--- config.mk ---
export PLATFORM = sky130hd
export DESIGN_NAME = eapol_handshake_tracker_core
export DESIGN_NICKNAME = d
export VERILOG_FILES = /design/src/design/eht_pkg.sv /design/src/design/eht_parse.sv /design/src/design/eht_cell.sv /design/src/design/eapol_handshake_tracker_core.sv
export SDC_FILE = /design/constraint.sdc
export NUM_CORES = 2
export LEC_CHECK = 0
export ABC_AREA = 1
export BUFFER_PORTS_ARGS = -buffer_cell sky130_fd_sc_hd__buf_2
export CORE_MARGIN = 1.5
export CORE_UTILIZATION = 55
export CTS_CLUSTER_DIAMETER = 200
export DETAILED_ROUTE_END_ITERATION = 6
export PLACE_DENSITY = 0.74
export SYNTH_ARGS = -nofsm -noshare
export SYNTH_HDL_FRONTEND = slang
export SYNTH_SLANG_ARGS = --single-unit
--- constraint.sdc ---
create_clock -name clk -period 6 [get_ports clk]
set_clock_uncertainty 0.1 [all_clocks]
set_input_delay 0.3 -clock clk [delete_from_list [all_inputs] [get_ports clk]]
set_output_delay 0.3 -clock clk [all_outputs]
set_load 0.02 [all_outputs]
--- src/design/eht_pkg.sv ---
// Shared types and constants for the EAPOL handshake tracker.
// No dependencies; used by every module of the block.
package eht_pkg;

  localparam int TABLE_ENTRIES_DEF = 8;
  localparam int IDX_W = 6;
  localparam int CNT_W = 7;

  localparam logic [15:0] MIN_LEN = 16'd24;
  localparam logic [15:0] MAX_LEN = 16'd2346;
  localparam logic [11:0] POS_MAX = 12'd4095;

  typedef struct packed {
    logic        accepted;
    logic        eapol;
    logic        do_class;
    logic [47:0] bssid;
    logic [15:0] key_info;
  } frm_t;

  typedef struct packed {
    logic             v;
    logic             accepted;
    logic             eapol;
    logic             do_class;
    logic [47:0]      bssid;
    logic [15:0]      key_info;
    logic [CNT_W-1:0] count;
    logic             found;
    logic             is_new;
    logic [IDX_W-1:0] idx;
    logic [2:0]       msg;
    logic [3:0]       flags;
    logic             done;
  } tok_t;

endpackage

--- src/design/eht_parse.sv ---
// Frame byte parser: header capture and end-of-frame decision.
// Depends on eht_pkg.
module eht_parse (
  input  logic              clk,
  input  logic              rst_n,
  input  logic              byte_en,
  input  logic [7:0]        data_byte,
  input  logic              first_byte,
  input  logic              last_byte,
  input  logic [15:0]       frame_length,
  output eht_pkg::frm_t     frm
);

  logic [11:0] pos_r;
  logic [7:0]  fc_r;
  logic [47:0] bssid_r;
  logic [4:0]  snap_r;
  logic [7:0]  ptype_r;
  logic [15:0] ki_r;

  logic [11:0] pos_cur;
  logic [7:0]  fc_cur, fc_nxt;
  logic [47:0] bssid_cur, bssid_nxt;
  logic [4:0]  snap_cur, snap_nxt;
  logic [7:0]  ptype_cur, ptype_nxt;
  logic [15:0] ki_cur, ki_nxt;
  logic [11:0] off, off_end;
  logic [15:0] off_end16;
  logic        len_ok;

  always_comb begin
    pos_cur   = first_byte ? 12'd0 : pos_r;
    fc_cur    = first_byte ? 8'd0 : fc_r;
    bssid_cur = first_byte ? 48'd0 : bssid_r;
    snap_cur  = first_byte ? 5'd0 : snap_r;
    ptype_cur = first_byte ? 8'd0 : ptype_r;
    ki_cur    = first_byte ? 16'd0 : ki_r;

    off = (fc_cur[7:4] == 4'h8) ? 12'd26 : 12'd24;

    fc_nxt    = (pos_cur == 12'd0) ? data_byte : fc_cur;
    bssid_nxt = (pos_cur >= 12'd16 && pos_cur <= 12'd21) ?
                {bssid_cur[39:0], data_byte} : bssid_cur;
    snap_nxt  = snap_cur;
    if (pos_cur == off && data_byte == 8'hAA) snap_nxt[0] = 1'b1;
    if (pos_cur == off + 12'd1 && data_byte == 8'hAA) snap_nxt[1] = 1'b1;
    if (pos_cur == off + 12'd2 && data_byte == 8'h03) snap_nxt[2] = 1'b1;
    if (pos_cur == off + 12'd6 && data_byte == 8'h88) snap_nxt[3] = 1'b1;
    if (pos_cur == off + 12'd7 && data_byte == 8'h8E) snap_nxt[4] = 1'b1;
    ptype_nxt = (pos_cur == off + 12'd9) ? data_byte : ptype_cur;
    ki_nxt    = ki_cur;
    if (pos_cur == off + 12'd13) ki_nxt[15:8] = data_byte;
    if (pos_cur == off + 12'd14) ki_nxt[7:0] = data_byte;

    off_end   = (fc_nxt[7:4] == 4'h8) ? 12'd26 : 12'd24;
    off_end16 = {4'd0, off_end};
    len_ok    = frame_length >= eht_pkg::MIN_LEN && frame_length <= eht_pkg::MAX_LEN;

    frm.accepted = len_ok;
    frm.eapol    = len_ok && fc_nxt[3:2] == 2'b10 &&
                   frame_length > off_end16 + 16'd8 && snap_nxt == 5'h1F;
    frm.do_class = frame_length > off_end16 + 16'd14 && ptype_nxt == 8'd3;
    frm.bssid    = bssid_nxt;
    frm.key_info = ki_nxt;
  end

  always_ff @(posedge clk) begin
    if (!rst_n || (byte_en && last_byte)) begin
      pos_r   <= '0;
      fc_r    <= '0;
      bssid_r <= '0;
      snap_r  <= '0;
      ptype_r <= '0;
      ki_r    <= '0;
    end else if (byte_en) begin
      pos_r   <= (pos_cur < eht_pkg::POS_MAX) ? pos_cur + 12'd1 : pos_cur;
      fc_r    <= fc_nxt;
      bssid_r <= bssid_nxt;
      snap_r  <= snap_nxt;
      ptype_r <= ptype_nxt;
      ki_r    <= ki_nxt;
    end
  end

endmodule

--- src/design/eht_cell.sv ---
// One table entry of the lookup row: match or allocate, classify, pass on.
// Depends on eht_pkg.
module eht_cell #(
  parameter int ID = 0
) (
  input  logic          clk,
  input  logic          rst_n,
  input  eht_pkg::tok_t tok_i,
  output eht_pkg::tok_t tok_o
);

  localparam logic [2:0] MSG_NONE = 3'd0;
  localparam logic [2:0] MSG_1    = 3'd1;
  localparam logic [2:0] MSG_2    = 3'd2;
  localparam logic [2:0] MSG_3    = 3'd3;
  localparam logic [2:0] MSG_4    = 3'd4;

  localparam logic [eht_pkg::CNT_W-1:0] MY_CNT = eht_pkg::CNT_W'(ID);
  localparam logic [eht_pkg::IDX_W-1:0] MY_IDX = eht_pkg::IDX_W'(ID);

  logic [47:0]   bssid_r;
  logic [3:0]    flags_r;
  logic          comp_r;
  eht_pkg::tok_t tok_r;

  logic          look, hit, alloc, sel;
  logic          pw, ins, ack, mic;
  logic [3:0]    f, f_nxt;
  logic          comp, done;
  logic [2:0]    msg;
  eht_pkg::tok_t tok_nxt;

  always_comb begin
    look  = tok_i.v && tok_i.eapol && !tok_i.found;
    hit   = look && MY_CNT < tok_i.count && bssid_r == tok_i.bssid;
    alloc = look && MY_CNT == tok_i.count;
    sel   = hit || alloc;
    f     = alloc ? 4'd0 : flags_r;
    comp  = alloc ? 1'b0 : comp_r;
    pw    = tok_i.key_info[3];
    ins   = tok_i.key_info[6];
    ack   = tok_i.key_info[7];
    mic   = tok_i.key_info[8];

    msg = MSG_NONE;
    if (tok_i.do_class && pw) begin
      if (ack && !mic && !ins) begin
        if (!f[0]) msg = MSG_1;
      end else if (!ack && mic && !ins) begin
        if (f[0] && !f[1]) msg = MSG_2;
        else if (f[2] && !f[3]) msg = MSG_4;
      end else if (ack && mic && ins) begin
        if (!f[2]) msg = MSG_3;
      end
    end

    f_nxt = f;
    unique case (msg)
      MSG_1:   f_nxt[0] = 1'b1;
      MSG_2:   f_nxt[1] = 1'b1;
      MSG_3:   f_nxt[2] = 1'b1;
      MSG_4:   f_nxt[3] = 1'b1;
      default: f_nxt = f;
    endcase
    done = tok_i.do_class && f_nxt == 4'hF && !comp;

    tok_nxt = tok_i;
    if (sel) begin
      tok_nxt.found  = 1'b1;
      tok_nxt.is_new = alloc;
      tok_nxt.idx    = MY_IDX;
      tok_nxt.msg    = msg;
      tok_nxt.flags  = f_nxt;
      tok_nxt.done   = done;
    end
  end

  always_ff @(posedge clk) begin
    if (sel) begin
      flags_r <= f_nxt;
      comp_r  <= comp | done;
    end
    if (alloc) begin
      bssid_r <= tok_i.bssid;
    end
  end

  always_ff @(posedge clk) begin
    if (!rst_n) begin
      tok_r <= '0;
    end else begin
      tok_r <= tok_nxt;
    end
  end

  assign tok_o = tok_r;

endmodule

--- src/design/eapol_handshake_tracker_core.sv ---
// EAPOL four-way handshake tracker, top level.
// Depends on eht_pkg, eht_parse and eht_cell.
//
// Frame bytes are taken one per cycle while in_ready is high. On a frame's
// last byte a lookup item enters a row of TABLE_ENTRIES cells, one per BSSID
// entry, and moves one cell per cycle; the result is registered as it leaves.
// Input is held off while the lookup runs and while a result waits, so no
// byte of a new frame is taken before the last result has been taken. The
// table needs no clearing pass.
module eapol_handshake_tracker_core #(
  parameter int TABLE_ENTRIES = eht_pkg::TABLE_ENTRIES_DEF
) (
  input  logic        clk,
  input  logic        rst_n,
  input  logic        in_valid,
  output logic        in_ready,
  input  logic [7:0]  in_data_byte,
  input  logic        in_first_byte,
  input  logic        in_last_byte,
  input  logic [15:0] in_frame_length,
  input  logic [3:0]  in_channel,
  output logic        out_valid,
  input  logic        out_ready,
  output logic        out_frame_accepted,
  output logic        out_is_eapol,
  output logic        out_entry_valid,
  output logic        out_new_entry,
  output logic [2:0]  out_entry_index,
  output logic [2:0]  out_message_seen,
  output logic [3:0]  out_message_flags,
  output logic        out_complete_now,
  output logic [3:0]  out_entries_in_use,
  output logic [31:0] out_frames_counted
);

  localparam logic [eht_pkg::CNT_W-1:0] FULL = eht_pkg::CNT_W'(TABLE_ENTRIES);

  logic                      busy_r;
  logic                      out_valid_r;
  logic [eht_pkg::CNT_W-1:0] entry_count_r, entry_count_nxt;
  logic [31:0]               frame_cnt_r, frame_cnt_nxt;
  eht_pkg::tok_t             tok0_r, tok0_nxt;
  eht_pkg::tok_t             chain [TABLE_ENTRIES+1];
  eht_pkg::tok_t             ex;
  eht_pkg::frm_t             frm;
  logic                      in_acc, launch;
  logic [TABLE_ENTRIES:0]    tok_v;

  logic        acc_r, eapol_r, evalid_r, enew_r, done_r;
  logic [2:0]  eidx_r, msg_r;
  logic [3:0]  flags_r, inuse_r;
  logic [31:0] fcnt_r;

  assign in_ready = !busy_r && !out_valid_r;
  assign in_acc   = in_valid && in_ready;
  assign launch   = in_acc && in_last_byte;

  eht_parse u_parse (
    .clk          (clk),
    .rst_n        (rst_n),
    .byte_en      (in_acc),
    .data_byte    (in_data_byte),
    .first_byte   (in_first_byte),
    .last_byte    (in_last_byte),
    .frame_length (in_frame_length),
    .frm          (frm)
  );

  always_comb begin
    tok0_nxt          = '0;
    tok0_nxt.v        = launch;
    tok0_nxt.accepted = frm.accepted;
    tok0_nxt.eapol    = frm.eapol;
    tok0_nxt.do_class = frm.do_class;
    tok0_nxt.bssid    = frm.bssid;
    tok0_nxt.key_info = frm.key_info;
    tok0_nxt.count    = entry_count_r;
  end

  always_ff @(posedge clk) begin
    if (!rst_n) begin
      tok0_r <= '0;
    end else begin
      tok0_r <= tok0_nxt;
    end
  end

  assign chain[0] = tok0_r;

  for (genvar g = 0; g < TABLE_ENTRIES; g++) begin : g_cell
    eht_cell #(.ID(g)) u_cell (
      .clk   (clk),
      .rst_n (rst_n),
      .tok_i (chain[g]),
      .tok_o (chain[g+1])
    );
  end

  for (genvar g = 0; g <= TABLE_ENTRIES; g++) begin : g_tv
    assign tok_v[g] = chain[g].v;
  end

  assign ex              = chain[TABLE_ENTRIES];
  assign entry_count_nxt = entry_count_r + eht_pkg::CNT_W'(ex.is_new);
  assign frame_cnt_nxt   = frame_cnt_r + 32'(ex.accepted);

  always_ff @(posedge clk) begin
    if (!rst_n) begin
      busy_r        <= 1'b0;
      out_valid_r   <= 1'b0;
      entry_count_r <= '0;
      frame_cnt_r   <= '0;
    end else begin
      if (launch) begin
        busy_r <= 1'b1;
      end else if (ex.v) begin
        busy_r <= 1'b0;
      end
      if (ex.v) begin
        out_valid_r   <= 1'b1;
        entry_count_r <= entry_count_nxt;
        frame_cnt_r   <= frame_cnt_nxt;
      end else if (out_ready) begin
        out_valid_r <= 1'b0;
      end
    end
  end

  always_ff @(posedge clk) begin
    if (ex.v) begin
      acc_r    <= ex.accepted;
      eapol_r  <= ex.eapol;
      evalid_r <= ex.found;
      enew_r   <= ex.is_new;
      eidx_r   <= ex.found ? ex.idx[2:0] : 3'd0;
      msg_r    <= ex.msg;
      flags_r  <= ex.found ? ex.flags : 4'd0;
      done_r   <= ex.done;
      inuse_r  <= entry_count_nxt[3:0];
      fcnt_r   <= frame_cnt_nxt;
    end
  end

  assign out_valid          = out_valid_r;
  assign out_frame_accepted = acc_r;
  assign out_is_eapol       = eapol_r;
  assign out_entry_valid    = evalid_r;
  assign out_new_entry      = enew_r;
  assign out_entry_index    = eidx_r;
  assign out_message_seen   = msg_r;
  assign out_message_flags  = flags_r;
  assign out_complete_now   = done_r;
  assign out_entries_in_use = inuse_r;
  assign out_frames_counted = frame_cnt_r;

  a_one_item: assert property (@(posedge clk) disable iff (!rst_n)
    $countones(tok_v) <= 1)
    else $error("more than one lookup item in the cell row");

  a_exit_busy: assert property (@(posedge clk) disable iff (!rst_n)
    ex.v |-> busy_r)
    else $error("lookup item left the row while idle");

  a_count_max: assert property (@(posedge clk) disable iff (!rst_n)
    entry_count_r <= FULL)
    else $error("entry count beyond table size");

  a_new_found: assert property (@(posedge clk) disable iff (!rst_n)
    ex.v && ex.is_new |-> ex.found && ex.eapol && ex.accepted)
    else $error("allocation without a matched entry");

  a_res_held: assert property (@(posedge clk) disable iff (!rst_n)
    out_valid_r && !out_ready |=> out_valid_r && $stable(fcnt_r))
    else $error("pending result lost");

endmodule

==> reports/results.txt <==
DRT iter0 DRCs = 2041
Switching share of total power = 20.44%
Register area share after synthesis = 62.56%
Post-CTS Setup Inserts = 0
Clk root buf = clkbuf_16
Share of the synthesized area in the top cell type = 32.71%
Worst min-delay path class = input port to flip-flop
VDD IR max = 0.2538 mV
Net Count, Synth = 4816
Slowest CP cell = inv_1
Placed instance count = 5813
Max-cap viol count = 0
Die W = 287.6 um
Drt total wl = 86.67 mm
First-pass GRT wire length = 139.6 mm
Number of global-route vias before repair = 27836
Ys flop type = dfxtp_1
Asr flop ratio synth = 0%
Detail Route Antenna Nets = 0
Worst setup margin = 2.820 ns
Final Hold Fails = 0
Clock Tree Buf Depth = 3
Seq cells post-synth = 1171
Sink Count = 1171
Clock power frac = 45.3%
Max Fanout on Critical Path = 69
Unrepaired setup endpoints after global routing = false
Hold Buf Count CTS = 10
WL/cell = 14.38 um
CTS H-Tree Depth = 3
Cell internal pwr = 12.60 mW
CP Launch Type = flip-flop
Slew @ Worst Pin = 1.035 ns
Initial antenna violation count = 0
Final Cycle Share = 53.00%
Post-DP HPWL = 59.53 mm
Top-count cell post-synth = nand2_1
Fraction of layout cells with a size suffix above 1 = 6.765%
Synth area leaders = dfxtp_1 33%, edfxtp_1 30%, nand2_1 8.7%
GRT overflow = 0
Port bufs = 82
Die Ht = 287.6 um
Core ar. = 80420 um^2
Period minus WS final = 3.180 ns
Ant diodes = 0
Final max-slew violation count = 0
Number of vias per cell = 4.853
Syn Inst Count = 4771
Crit Path Category = flip-flop to flip-flop
CTS tree = built
Final core occ = 62.03%
Yosys warns = 0
Inserted Clock Buffers = 108
Slew margin rel. = 30.97%
Sw Pwr = 3.237 mW
Routability Congestion = 0.9172
Netlist Area Pre-Place = 44560 um^2
Synth cell types = 56
Crit. End Element = flip-flop
Fmax = 0.3145 GHz
Top post-synthesis cells by count = 1027 x nand2_1, 899 x inv_1, 728 x dfxtp_1, 477 x nor2_1, 443 x edfxtp_1
P&R area growth vs syn = 11.94%
Final setup viols = 0
Largest net degree at the start of global routing = 117
Filler cell count = 6334
Starting Density = 55.41%
Setup TNS = 0 ns
Power density cells = 317.4 nW/um^2
DRC errors left = 0
Flop pwr share = 52.5%
Layout Cells excl Fill = 6027
Worst stage delay on the critical path = 0.83 ns
I/O pin total = 87
Status = completed
Finished Cell Area = 49880 um^2
Largest area contributor in the synthesized netlist = dfxtp_1
Worst-path cell chain = nor2_1 -> nand2_2 -> buf_4 -> inv_2 -> nand2_1 -> nand2_2 -> buf_4 -> inv_1 -> o21ai_0 -> a31oi_1
Setup Slack @ Placement = 2.301 ns
Worst EP arrival = 3.67 ns
Cell Rows = 104
Leak = 22.41 nW
Worst hold slack = 0.01561 ns
Syn Area/Cell = 9.340 um^2
Nets = 4918
First-pass DRT Iterations = 5
Skew-Pair Late Insertion Delay = 0.67 ns
Via count = 29250
Total Power = 15.83 mW
Number of synthesized flops with an enable pin = 443
Die ar. = 82730 um^2
All-Layer GR Usage = 20.83%
Resize count post-CTS = 0
Worst-path clk slew = 0.06 ns
WP data required = 6.49 ns
Logic pwr share = 2.3%
Placed Area = 45960 um^2
-- power groups by stage --
stage | clock, mW | sequential [mW] | combinational, mW
after floorplan | 0 | 8.46 | 0.276
after global placement | 0 | 8.48 | 0.341
after detailed placement | 0 | 8.48 | 0.350
after CTS | 7.28 | 8.31 | 0.357
after global routing | 7.60 | 8.31 | 0.405
final | 7.17 | 8.31 | 0.357
-- flip-flops by register name, summed over array words and instances, names as in the netlist, 3 cells and up --
signal                 flops
u_parse.pos_r             12
out_message_seen           3
out_entries_in_use         4
out_entry_index            3
chain                     63
u_parse.bssid_r           48
u_parse.ptype_r            8
u_parse.ki_r               4
out_message_flags          4
g_cell.u_cell.bssid_r    384
u_parse.snap_r             5
entry_count_r              7
g_cell.u_cell.flags_r     32
u_parse.fc_r               6
g_cell.u_cell.comp_r       8
out_frames_counted        32
g_cell.u_cell.tok_o      541
-- logic make-up (layout without fill, tap and decap cells) --
family	after synthesis	in the layout	share of synthesized area [%]
AO/OA/AOI/OAI	418	418	5.321
XOR/XNOR	295	295	5.815
adder cells (fa/ha/maj)	11	11	0.3089
buffers and inverters	1029	1225	8.837
flip-flops	1171	1171	62.56
AND/OR/NAND/NOR	1847	1847	17.16
-- layout make-up --
cell class                      instances  area, um^2  share of cell area [%]
Multi-Input combinational cell       2571       12760                   25.59
Clock buffer                          151        3173                   6.361
Sequential cell                      1171       27880                   55.89
Inverter                              907        3405                   6.826
Timing Repair Buffer                  114       685.7                   1.375
Clock inverter                         53       650.6                   1.304
Tap cell                             1060        1326                   2.659
-- cells in the final DEF, fill, tap and decap left out, types with 7 or more instances in the layout --
cell type,count
buf_4,22
nor3b_1,7
inv_2,7
nor4_1,8
xnor2_1,216
inv_1,896
nor3_1,62
or2_2,13
o211ai_1,24
o22ai_1,29
and2_1,9
nor2_1,476
nand4_1,82
nand3b_1,13
clkbuf_16,115
dfxtp_1,728
clkbuf_8,16
clkinvlp_4,10
o21ai_0,184
buf_2,81
clkinv_2,20
a31oi_1,7
nand2_1,1025
bufinv_16,12
clkbuf_1,20
a21oi_1,86
o21ai_1,38
ha_1,11
o21a_1,21
xor2_1,78
nand3_1,125
dlygate4sd3_1,10
edfxtp_1,443
-- final timing paths --
path	startpoint	to	slack (ns)	depth (start not counted)
max	busy_r	u_parse.snap_r[2]	2.82	10
min	rst_n	g_cell[1].u_cell.tok_o[89]	0.02	3
max reg2reg	busy_r	u_parse.snap_r[2]	2.82	10
min reg2reg	g_cell[7].u_cell.tok_o[88]	out_is_eapol	0.30	0
-- worst max-delay path, delay by kind of cell, from the launching register on --
family,cells,cell delay [ns]
simple gates,4,0.30
buf+inv,4,1.78
compound gates,2,0.51
flops,1,0.35
-- per-layer routing --
layer | vias up | global-route usage, % | routed length (um) | share of wire (%)
li1 | 15057 | - | - | -
met1 | 13433 | 25.86 | 37280 | 43
met2 | 566 | 36.27 | 42920 | 50
met3 | 194 | 2.892 | 2969 | 3.4
met4 | 0 | 8.921 | 3500 | 4.0
met5 | - | 0 | 0 | 0
Note: power is estimated with default switching activity, not from simulation.
